## config.mk

```make
export PLATFORM = sky130hd
export DESIGN_NAME = utf8_stream_decoder_top
export DESIGN_NICKNAME = d
export VERILOG_FILES = /design/src/rtl/core/utf8d_pkg.sv /design/src/rtl/core/utf8_stream_decoder_top.sv /design/src/rtl/core/utf8d_queue.sv /design/src/rtl/core/utf8d_front.sv /design/src/rtl/core/utf8d_back.sv
export SDC_FILE = /design/constraint.sdc
export NUM_CORES = 1
export LEC_CHECK = 0
export ABC_AREA = 1
export BUFFER_PORTS_ARGS = -buffer_cell sky130_fd_sc_hd__buf_2
export CORE_MARGIN = 2
export CORE_UTILIZATION = 41
export DETAILED_ROUTE_END_ITERATION = 8
export GPL_TIMING_DRIVEN = 0
export PLACE_DENSITY = 0.68
export SLEW_MARGIN = 20
export SYNTH_ARGS = -nofsm -noshare
export SYNTH_HDL_FRONTEND = slang
export SYNTH_SLANG_ARGS = --single-unit
```

## constraint.sdc

```tcl
create_clock -name aclk -period 3.1 [get_ports aclk]
set_clock_uncertainty 0.15 [all_clocks]
set_input_delay 0.62 -clock aclk [delete_from_list [all_inputs] [get_ports aclk]]
set_output_delay 0.62 -clock aclk [all_outputs]
set_load 0.05 [all_outputs]
```

## src/rtl/core/utf8d_pkg.sv

```systemverilog
// ----------------------------------------------------------------------------
// utf8d_pkg
// shared types and constants of the utf-8 stream decoder
// ----------------------------------------------------------------------------
package utf8d_pkg;

    localparam int unsigned BYTE_W      = 8;
    localparam int unsigned CP_W        = 21;
    localparam int unsigned CP_PAD_W    = 24;
    localparam int unsigned QUEUE_DEPTH = 4;

    localparam logic [CP_W-1:0] REPLACEMENT_CP = 21'h00FFFD;

    // one queue entry: replacements first, then an optional final code point
    typedef struct packed {
        logic [1:0]      rep_cnt;
        logic            has_tail;
        logic [CP_W-1:0] tail_cp;
    } desc_t;

endpackage

```

## src/rtl/core/utf8_stream_decoder_top.sv

```systemverilog
// ----------------------------------------------------------------------------
// utf8_stream_decoder_top
// utf-8 byte stream to code point stream with u+fffd replacement
// ----------------------------------------------------------------------------
// takes one utf-8 byte per transaction (s_tlast marks the final byte of the
// text) and returns 21-bit code points; a byte that only opens or extends a
// sequence returns nothing, a malformed sequence returns one u+fffd for the
// lead and one per continuation already gathered, followed by the results of
// the byte that broke it; m_tlast marks the final result caused by each input
// byte. there are no overlong, surrogate or range checks. the front accepts
// one byte per cycle as long as the descriptor queue (QueueDepth entries) has
// room; the back emits one result per cycle while m_tready is high, so a byte
// that causes k results (k is at most 4) holds the back until all k are sent,
// and sustained input slows only while malformed bursts or receiver stalls keep
// the queue full. a descriptor is registered in the queue, then in the back.
module utf8_stream_decoder_top
    import utf8d_pkg::*;
#(
    parameter int unsigned QueueDepth = QUEUE_DEPTH
) (
    input  logic                aclk,
    input  logic                aresetn,
    // input channel
    input  logic                s_tvalid,
    output logic                s_tready,
    input  logic [BYTE_W-1:0]   s_tdata,   // [7:0] text_byte
    input  logic                s_tlast,   // end_of_text
    // result channel
    output logic                m_tvalid,
    input  logic                m_tready,
    output logic [CP_PAD_W-1:0] m_tdata,   // [20:0] code_point, [23:21] zero
    output logic                m_tlast    // last_of_run
);

    // front to queue
    logic  push_valid, push_ready;
    desc_t push_desc;

    // queue to back
    logic  q_valid, q_ready;
    desc_t q_desc;

    // classify bytes and track the open sequence
    utf8d_front u_front (
        .aclk       (aclk),
        .aresetn    (aresetn),
        .s_tvalid   (s_tvalid),
        .s_tready   (s_tready),
        .s_tdata    (s_tdata),
        .s_tlast    (s_tlast),
        .push_valid (push_valid),
        .push_ready (push_ready),
        .push_desc  (push_desc)
    );

    // decouples byte intake from result emission
    utf8d_queue #(
        .DEPTH (QueueDepth)
    ) u_queue (
        .aclk      (aclk),
        .aresetn   (aresetn),
        .in_valid  (push_valid),
        .in_ready  (push_ready),
        .in_desc   (push_desc),
        .out_valid (q_valid),
        .out_ready (q_ready),
        .out_desc  (q_desc)
    );

    // one result transaction per cycle while m_tready is high, replacements first
    utf8d_back u_back (
        .aclk     (aclk),
        .aresetn  (aresetn),
        .q_valid  (q_valid),
        .q_ready  (q_ready),
        .q_desc   (q_desc),
        .m_tvalid (m_tvalid),
        .m_tready (m_tready),
        .m_tdata  (m_tdata),
        .m_tlast  (m_tlast)
    );

endmodule

```

## src/rtl/core/utf8d_queue.sv

```systemverilog
// ----------------------------------------------------------------------------
// utf8d_queue
// small register fifo of result descriptors between front and back
// ----------------------------------------------------------------------------
module utf8d_queue
    import utf8d_pkg::*;
#(
    parameter int unsigned DEPTH = QUEUE_DEPTH
) (
    input  logic  aclk,
    input  logic  aresetn,
    input  logic  in_valid,
    output logic  in_ready,
    input  desc_t in_desc,
    output logic  out_valid,
    input  logic  out_ready,
    output desc_t out_desc
);

    localparam int unsigned PTR_W = (DEPTH > 1) ? $clog2(DEPTH) : 1;
    localparam int unsigned CNT_W = $clog2(DEPTH + 1);

    desc_t             mem_reg [DEPTH];
    logic [PTR_W-1:0]  wr_ptr_reg, wr_ptr_next;
    logic [PTR_W-1:0]  rd_ptr_reg, rd_ptr_next;
    logic [CNT_W-1:0]  count_reg, count_next;
    logic              push, pop;

    assign in_ready  = (count_reg != CNT_W'(DEPTH));
    assign out_valid = (count_reg != '0);
    assign out_desc  = mem_reg[rd_ptr_reg];
    assign push      = in_valid && in_ready;
    assign pop       = out_ready && out_valid;

    always_comb begin
        wr_ptr_next = wr_ptr_reg;
        rd_ptr_next = rd_ptr_reg;
        count_next  = count_reg;
        if (push) begin
            wr_ptr_next = (wr_ptr_reg == PTR_W'(DEPTH - 1)) ? '0 : wr_ptr_reg + 1'b1;
        end
        if (pop) begin
            rd_ptr_next = (rd_ptr_reg == PTR_W'(DEPTH - 1)) ? '0 : rd_ptr_reg + 1'b1;
        end
        if (push && !pop) begin
            count_next = count_reg + 1'b1;
        end else if (pop && !push) begin
            count_next = count_reg - 1'b1;
        end
    end

    always_ff @(posedge aclk) begin
        if (!aresetn) begin
            wr_ptr_reg <= '0;
            rd_ptr_reg <= '0;
            count_reg  <= '0;
        end else begin
            wr_ptr_reg <= wr_ptr_next;
            rd_ptr_reg <= rd_ptr_next;
            count_reg  <= count_next;
        end
    end

    always_ff @(posedge aclk) begin
        if (push) begin
            mem_reg[wr_ptr_reg] <= in_desc;
        end
    end

endmodule

```

## src/rtl/core/utf8d_front.sv

```systemverilog
// ----------------------------------------------------------------------------
// utf8d_front
// byte classifier and sequence tracker, one byte per cycle while the queue has room
// ----------------------------------------------------------------------------
module utf8d_front
    import utf8d_pkg::*;
(
    input  logic              aclk,
    input  logic              aresetn,
    input  logic              s_tvalid,
    output logic              s_tready,
    input  logic [BYTE_W-1:0] s_tdata,
    input  logic              s_tlast,
    output logic              push_valid,
    input  logic              push_ready,
    output desc_t             push_desc
);

    logic [1:0]      need_reg, need_next;
    logic [1:0]      gath_reg, gath_next;
    logic [CP_W-1:0] pcp_reg, pcp_next;

    logic            pending, is_cont, accept;
    logic [1:0]      ext_need, ext_gath;
    logic [CP_W-1:0] ext_pcp;
    desc_t           desc;

    assign pending  = (need_reg != 2'd0);
    assign is_cont  = (s_tdata[7:6] == 2'b10);
    assign ext_need = need_reg - 2'd1;
    assign ext_gath = gath_reg + 2'd1;
    assign ext_pcp  = {pcp_reg[CP_W-7:0], s_tdata[5:0]};

    always_comb begin
        need_next     = need_reg;
        gath_next     = gath_reg;
        pcp_next      = pcp_reg;
        desc.rep_cnt  = 2'd0;
        desc.has_tail = 1'b0;
        desc.tail_cp  = REPLACEMENT_CP;
        if (pending && is_cont) begin
            // continuation of an open sequence
            if (ext_need == 2'd0) begin
                desc.has_tail = 1'b1;
                desc.tail_cp  = ext_pcp;
                need_next     = 2'd0;
                gath_next     = 2'd0;
                pcp_next      = '0;
            end else if (s_tlast) begin
                desc.rep_cnt = ext_gath + 2'd1;
                need_next    = 2'd0;
                gath_next    = 2'd0;
                pcp_next     = '0;
            end else begin
                need_next = ext_need;
                gath_next = ext_gath;
                pcp_next  = ext_pcp;
            end
        end else begin
            // a broken sequence is flushed, then the byte is taken afresh
            if (pending) begin
                desc.rep_cnt = gath_reg + 2'd1;
            end
            need_next = 2'd0;
            gath_next = 2'd0;
            pcp_next  = '0;
            if (s_tdata[7] == 1'b0) begin
                desc.has_tail = 1'b1;
                desc.tail_cp  = CP_W'(s_tdata);
            end else if (s_tdata[7:5] == 3'b110 || s_tdata[7:4] == 4'b1110
                         || s_tdata[7:3] == 5'b11110) begin
                if (s_tlast) begin
                    desc.has_tail = 1'b1;
                end else if (s_tdata[7:5] == 3'b110) begin
                    need_next = 2'd1;
                    pcp_next  = CP_W'(s_tdata[4:0]);
                end else if (s_tdata[7:4] == 4'b1110) begin
                    need_next = 2'd2;
                    pcp_next  = CP_W'(s_tdata[3:0]);
                end else begin
                    need_next = 2'd3;
                    pcp_next  = CP_W'(s_tdata[2:0]);
                end
            end else begin
                // stray continuation or invalid lead
                desc.has_tail = 1'b1;
            end
        end
    end

    assign s_tready   = push_ready;
    assign accept     = s_tvalid && s_tready;
    assign push_valid = s_tvalid && ((desc.rep_cnt != 2'd0) || desc.has_tail);
    assign push_desc  = desc;

    always_ff @(posedge aclk) begin
        if (!aresetn) begin
            need_reg <= 2'd0;
            gath_reg <= 2'd0;
            pcp_reg  <= '0;
        end else if (accept) begin
            need_reg <= need_next;
            gath_reg <= gath_next;
            pcp_reg  <= pcp_next;
        end
    end

endmodule

```

## src/rtl/core/utf8d_back.sv

```systemverilog
// ----------------------------------------------------------------------------
// utf8d_back
// expands queued descriptors into one result per cycle while m_tready is high
// ----------------------------------------------------------------------------
module utf8d_back
    import utf8d_pkg::*;
(
    input  logic                aclk,
    input  logic                aresetn,
    input  logic                q_valid,
    output logic                q_ready,
    input  desc_t               q_desc,
    output logic                m_tvalid,
    input  logic                m_tready,
    output logic [CP_PAD_W-1:0] m_tdata,
    output logic                m_tlast
);

    logic            work_valid_reg, work_valid_next;
    logic [1:0]      rep_left_reg, rep_left_next;
    logic            tail_reg, tail_next;
    logic [CP_W-1:0] tail_cp_reg, tail_cp_next;
    logic            sent, is_last, take;

    assign is_last = (rep_left_reg == 2'd0) || ((rep_left_reg == 2'd1) && !tail_reg);
    assign sent    = m_tvalid && m_tready;
    assign q_ready = !work_valid_reg || (sent && is_last);
    assign take    = q_ready && q_valid;

    always_comb begin
        work_valid_next = work_valid_reg;
        rep_left_next   = rep_left_reg;
        tail_next       = tail_reg;
        tail_cp_next    = tail_cp_reg;
        if (take) begin
            work_valid_next = 1'b1;
            rep_left_next   = q_desc.rep_cnt;
            tail_next       = q_desc.has_tail;
            tail_cp_next    = q_desc.tail_cp;
        end else if (sent && is_last) begin
            work_valid_next = 1'b0;
        end else if (sent) begin
            rep_left_next = rep_left_reg - 2'd1;
        end
    end

    always_ff @(posedge aclk) begin
        if (!aresetn) begin
            work_valid_reg <= 1'b0;
        end else begin
            work_valid_reg <= work_valid_next;
        end
    end

    always_ff @(posedge aclk) begin
        rep_left_reg <= rep_left_next;
        tail_reg     <= tail_next;
        tail_cp_reg  <= tail_cp_next;
    end

    assign m_tvalid = work_valid_reg;
    assign m_tlast  = is_last;
    assign m_tdata  = CP_PAD_W'((rep_left_reg != 2'd0) ? REPLACEMENT_CP : tail_cp_reg);

endmodule

```

==> impl_metrics.csv <==
group,metric,value,unit
sta,max_slew_margin,0.3650,
placement,gp_routability_congestion,0.8515,
sta,setup_ws,0.2570,ns
sta,hold_viol_final,0,
synth,synth_area_leaders,"edfxtp_1 58%, dfxtp_1 9.4%, o21ai_0 4.9%",
die,die_area,16090,sq um
die,core_region_area,14640,sq um
cells_and_area,antenna_cells,0,
power_and_ir_drop,vdd_ir_drop_max,0.0004379,V
worst_setup_path,setup.worst_path.start_class,"register",
cts,worst_skew_pair.late_latency,0.41,ns
routing,drtAntennaViolNets,0,
cts,cts_tree,"built",
global_routing,grt_first_pass_wirelength,20560,um
die,die-height,126.8,um
die,count_of_boundary_i_o_pins,40,
sta,period_needed,2.843,ns
routing,avgRoutedWirePerCell,16.43,um
die,chipWidth,126.8,um
global_routing,gr-usage-all-layers,0.1700,
cts,clock-sinks,149,
cts,clock_tree.buffer_depth,2,
worst_setup_path,critical_path_arrival,2.99,ns
cts,worst_setup_hold_path_clk_slew,0.06,ns
routing,number_of_iterations_in_the_first_detailed_routing_pass,5,
synth,netlist_area,6186,sq um
synth,synth-seq-cells,149,
placement,number_of_port_buffers,35,
sta,max_clock_freq,0.3517,GHz
cells_and_area,post_layout_nonfiller_instances,802,
cts,htreeDepth,4,
cts,cts_buf_count,17,
global_routing,grt_start_max_net_pins,18,
worst_setup_path,data_required_time_at_the_worst_endpoint,3.24,ns
sta,tightest_slew,0.9470,ns
synth,post-synth-top-area-fraction,0.5825,
cells_and_area,largest_reg_flops,96,
synth,synth_top_cell_by_area,"edfxtp_1",
routing,dr_vias,4120,
sta,setup_viol,0,
die,placement_rows,44,
cts,clockRootBuffer,"clkbuf_16",
power_and_ir_drop,power-per-cell-area,931.2,nW/um^2
sta,finalCritPeriodShare,0.9171,
worst_setup_path,crit_path_end_kind,"register",
routing,drt_iter0_drc,368,
synth,syn_avg_cell_area,11.43,sq um
cells_and_area,synth_to_final_area_change,18.43,%
routing,finalWirelength,13180,um
placement,final_hpwl_dp,8620,um
routing,post-route-drc-count,0,
min_path,holdCritPathClass,"primary input to register",
sta,final.hold.worst_slack,0.3201,ns
routing,routed_via_density,5.137,
synth,synth-seq-area-share,0.6764,
global_routing,first_global_vias,4082,
sta,grt_setup_unrepaired,"no",
cells_and_area,post_route_cells_drive_above_1_share,0.2249,
cells_and_area,finalNetCount,629,
synth,synthesis.instances,541,
power_and_ir_drop,power_total,6.822,mW
worst_setup_path,timing.critical_path.fanout_max,6,
placement,placed_cells_incl_taps,766,
global_routing,antenna_found_initial,0,
worst_setup_path,category_of_the_critical_setup_timing_path,"register to register",
global_routing,grt.overflow.total,0,
power_and_ir_drop,cellLeakagePower,2.723,nW
outcome,run_status,"finished, final reports clean",
synth,yosys.cell_types.count,33,
run,cap_violations,0,
synth,synth_warnings,0,
sta,timing.final.max_slew_violations,0,
die,floorplan.initialDensity,0.4224,
placement,preCtsSetupSlack,-0.2952,ns
-- worst paths after layout --
kind	startpoint	to	cells after the start	slack [ns]
min reg2reg	u_front.pcp_reg[1]	u_front.pcp_reg[7]	2	0.33
min	s_tdata[0]	u_front.pcp_reg[0]	3	0.32
max reg2reg	u_front.need_reg[0]	u_queue.count_reg[2]	16	0.26
max	u_front.need_reg[0]	u_queue.count_reg[2]	16	0.26
-- cell families (layout without fill, tap and decap cells) --
group / Yosys count / in the layout / share of synthesized area
AOI/OAI and AO/OA: 115 / 116 / 0.1074
xor gates and xnor gates: 1 / 1 / 0.001416
buffers and inverters: 71 / 145 / 0.04955
adders and majority gates: 11 / 11 / 0.02346
other: 1 / 3 / 0.0006062
and+or+nand+nor: 193 / 193 / 0.1412
DFF: 149 / 149 / 0.6764
-- report_power, final --
| part | switching (mW) | internal [mW] | total (mW) |
|---|---|---|---|
| Sequential | 0.127 | 2.65 | 2.78 |
| Clock | 0.716 | 1.13 | 1.85 |
| Combinational | 1.60 | 0.595 | 2.20 |
-- routing by layer --
layer,global-route usage,routed length (um),vias to the layer above
li1,-,-,1989
met1,0.2113,5610,1975
met2,0.2789,6599,137
met3,0.03796,690,19
met4,0.08920,279,0
met5,0,0,-
-- cells in the final DEF (no fill, tap or decap), drive strengths merged --
| cell type | Yosys | routed |
|---|---|---|
| nand4 | 1 | 1 |
| a21oi | 27 | 27 |
| clkbuf | 14 | 42 |
| ha | 10 | 10 |
| buf | 10 | 52 |
| nor2 | 76 | 76 |
| fa | 1 | 1 |
| nand3 | 13 | 13 |
| o211a | 1 | 1 |
| edfxtp | 120 | 120 |
| or2 | 18 | 18 |
| o31ai | 1 | 1 |
| inv | 46 | 46 |
| nand2 | 85 | 85 |
| o22ai | 24 | 24 |
| a21boi | 1 | 2 |
| dfxtp | 29 | 29 |
| clkinv | 1 | 5 |
| xor2 | 1 | 1 |
| conb | 1 | 3 |
| o21ai | 61 | 61 |
-- timing repair --
item                       in CTS  in global routing
buffers inserted                1                  2
gates resized for setup         0                  4
hold buffers                    0                  0
pin swaps                       1                  1
setup endpoints to repair       3                 12
cloned                          1                  0
-- through the flow --
stage / utilization / TNS (ns) / instance area (sq um)
2_1_floorplan: - / 0 / 6196
3_3_place_gp: 0.4508 / -78.40 / 6601
3_5_place_dp: 0.4604 / -0.5422 / 6741
4_1_cts: 0.4984 / 0 / 7298
5_1_grt: 0.5003 / 0 / 7326
6_report: 0.5003 / 0 / 7326
-- worst max-delay path, stage by stage, from the launching register on --
cell     delay, ns
dfxtp_1       0.38
inv_1         0.06
ha_1          0.21
inv_1         0.11
nand3_4       0.13
nor2_1        0.12
nor2_1        0.08
nand3_2       0.14
nand2_4       0.12
inv_1         0.08
ha_1          0.14
inv_1         0.07
fa_1          0.43
a21oi_1       0.14
o21ai_0       0.12
o21ai_0       0.19
a21oi_1       0.06
-- synthesized netlist by cell type --
cell	count
a21boi_4	1
a21oi_1	17
a21oi_2	10
buf_12	1
buf_2	6
buf_4	3
clkbuf_1	14
clkinv_1	1
conb_1	1
dfxtp_1	29
edfxtp_1	120
fa_1	1
ha_1	10
inv_1	39
inv_2	6
inv_6	1
nand2_1	73
nand2_2	11
nand2_8	1
nand3_1	10
nand3_2	2
nand3_4	1
nand4_1	1
nor2_1	74
nor2_2	1
nor2_8	1
o211a_1	1
o21ai_0	60
o21ai_1	1
o22ai_1	24
o31ai_1	1
or2_2	18
xor2_1	1
-- cell type report --
cell class / instances / area, sq um
buffer: 24 / 125.1
clock buffer: 28 / 518.0
sequential: 149 / 4184
fill: 1264 / 7318
multi-input combinational: 324 / 1759
tap: 184 / 230.2
timing repair buffer: 42 / 307.8
clock inverter: 4 / 20.02
inverter: 47 / 181.4
Power figures use the tool's default switching activity.
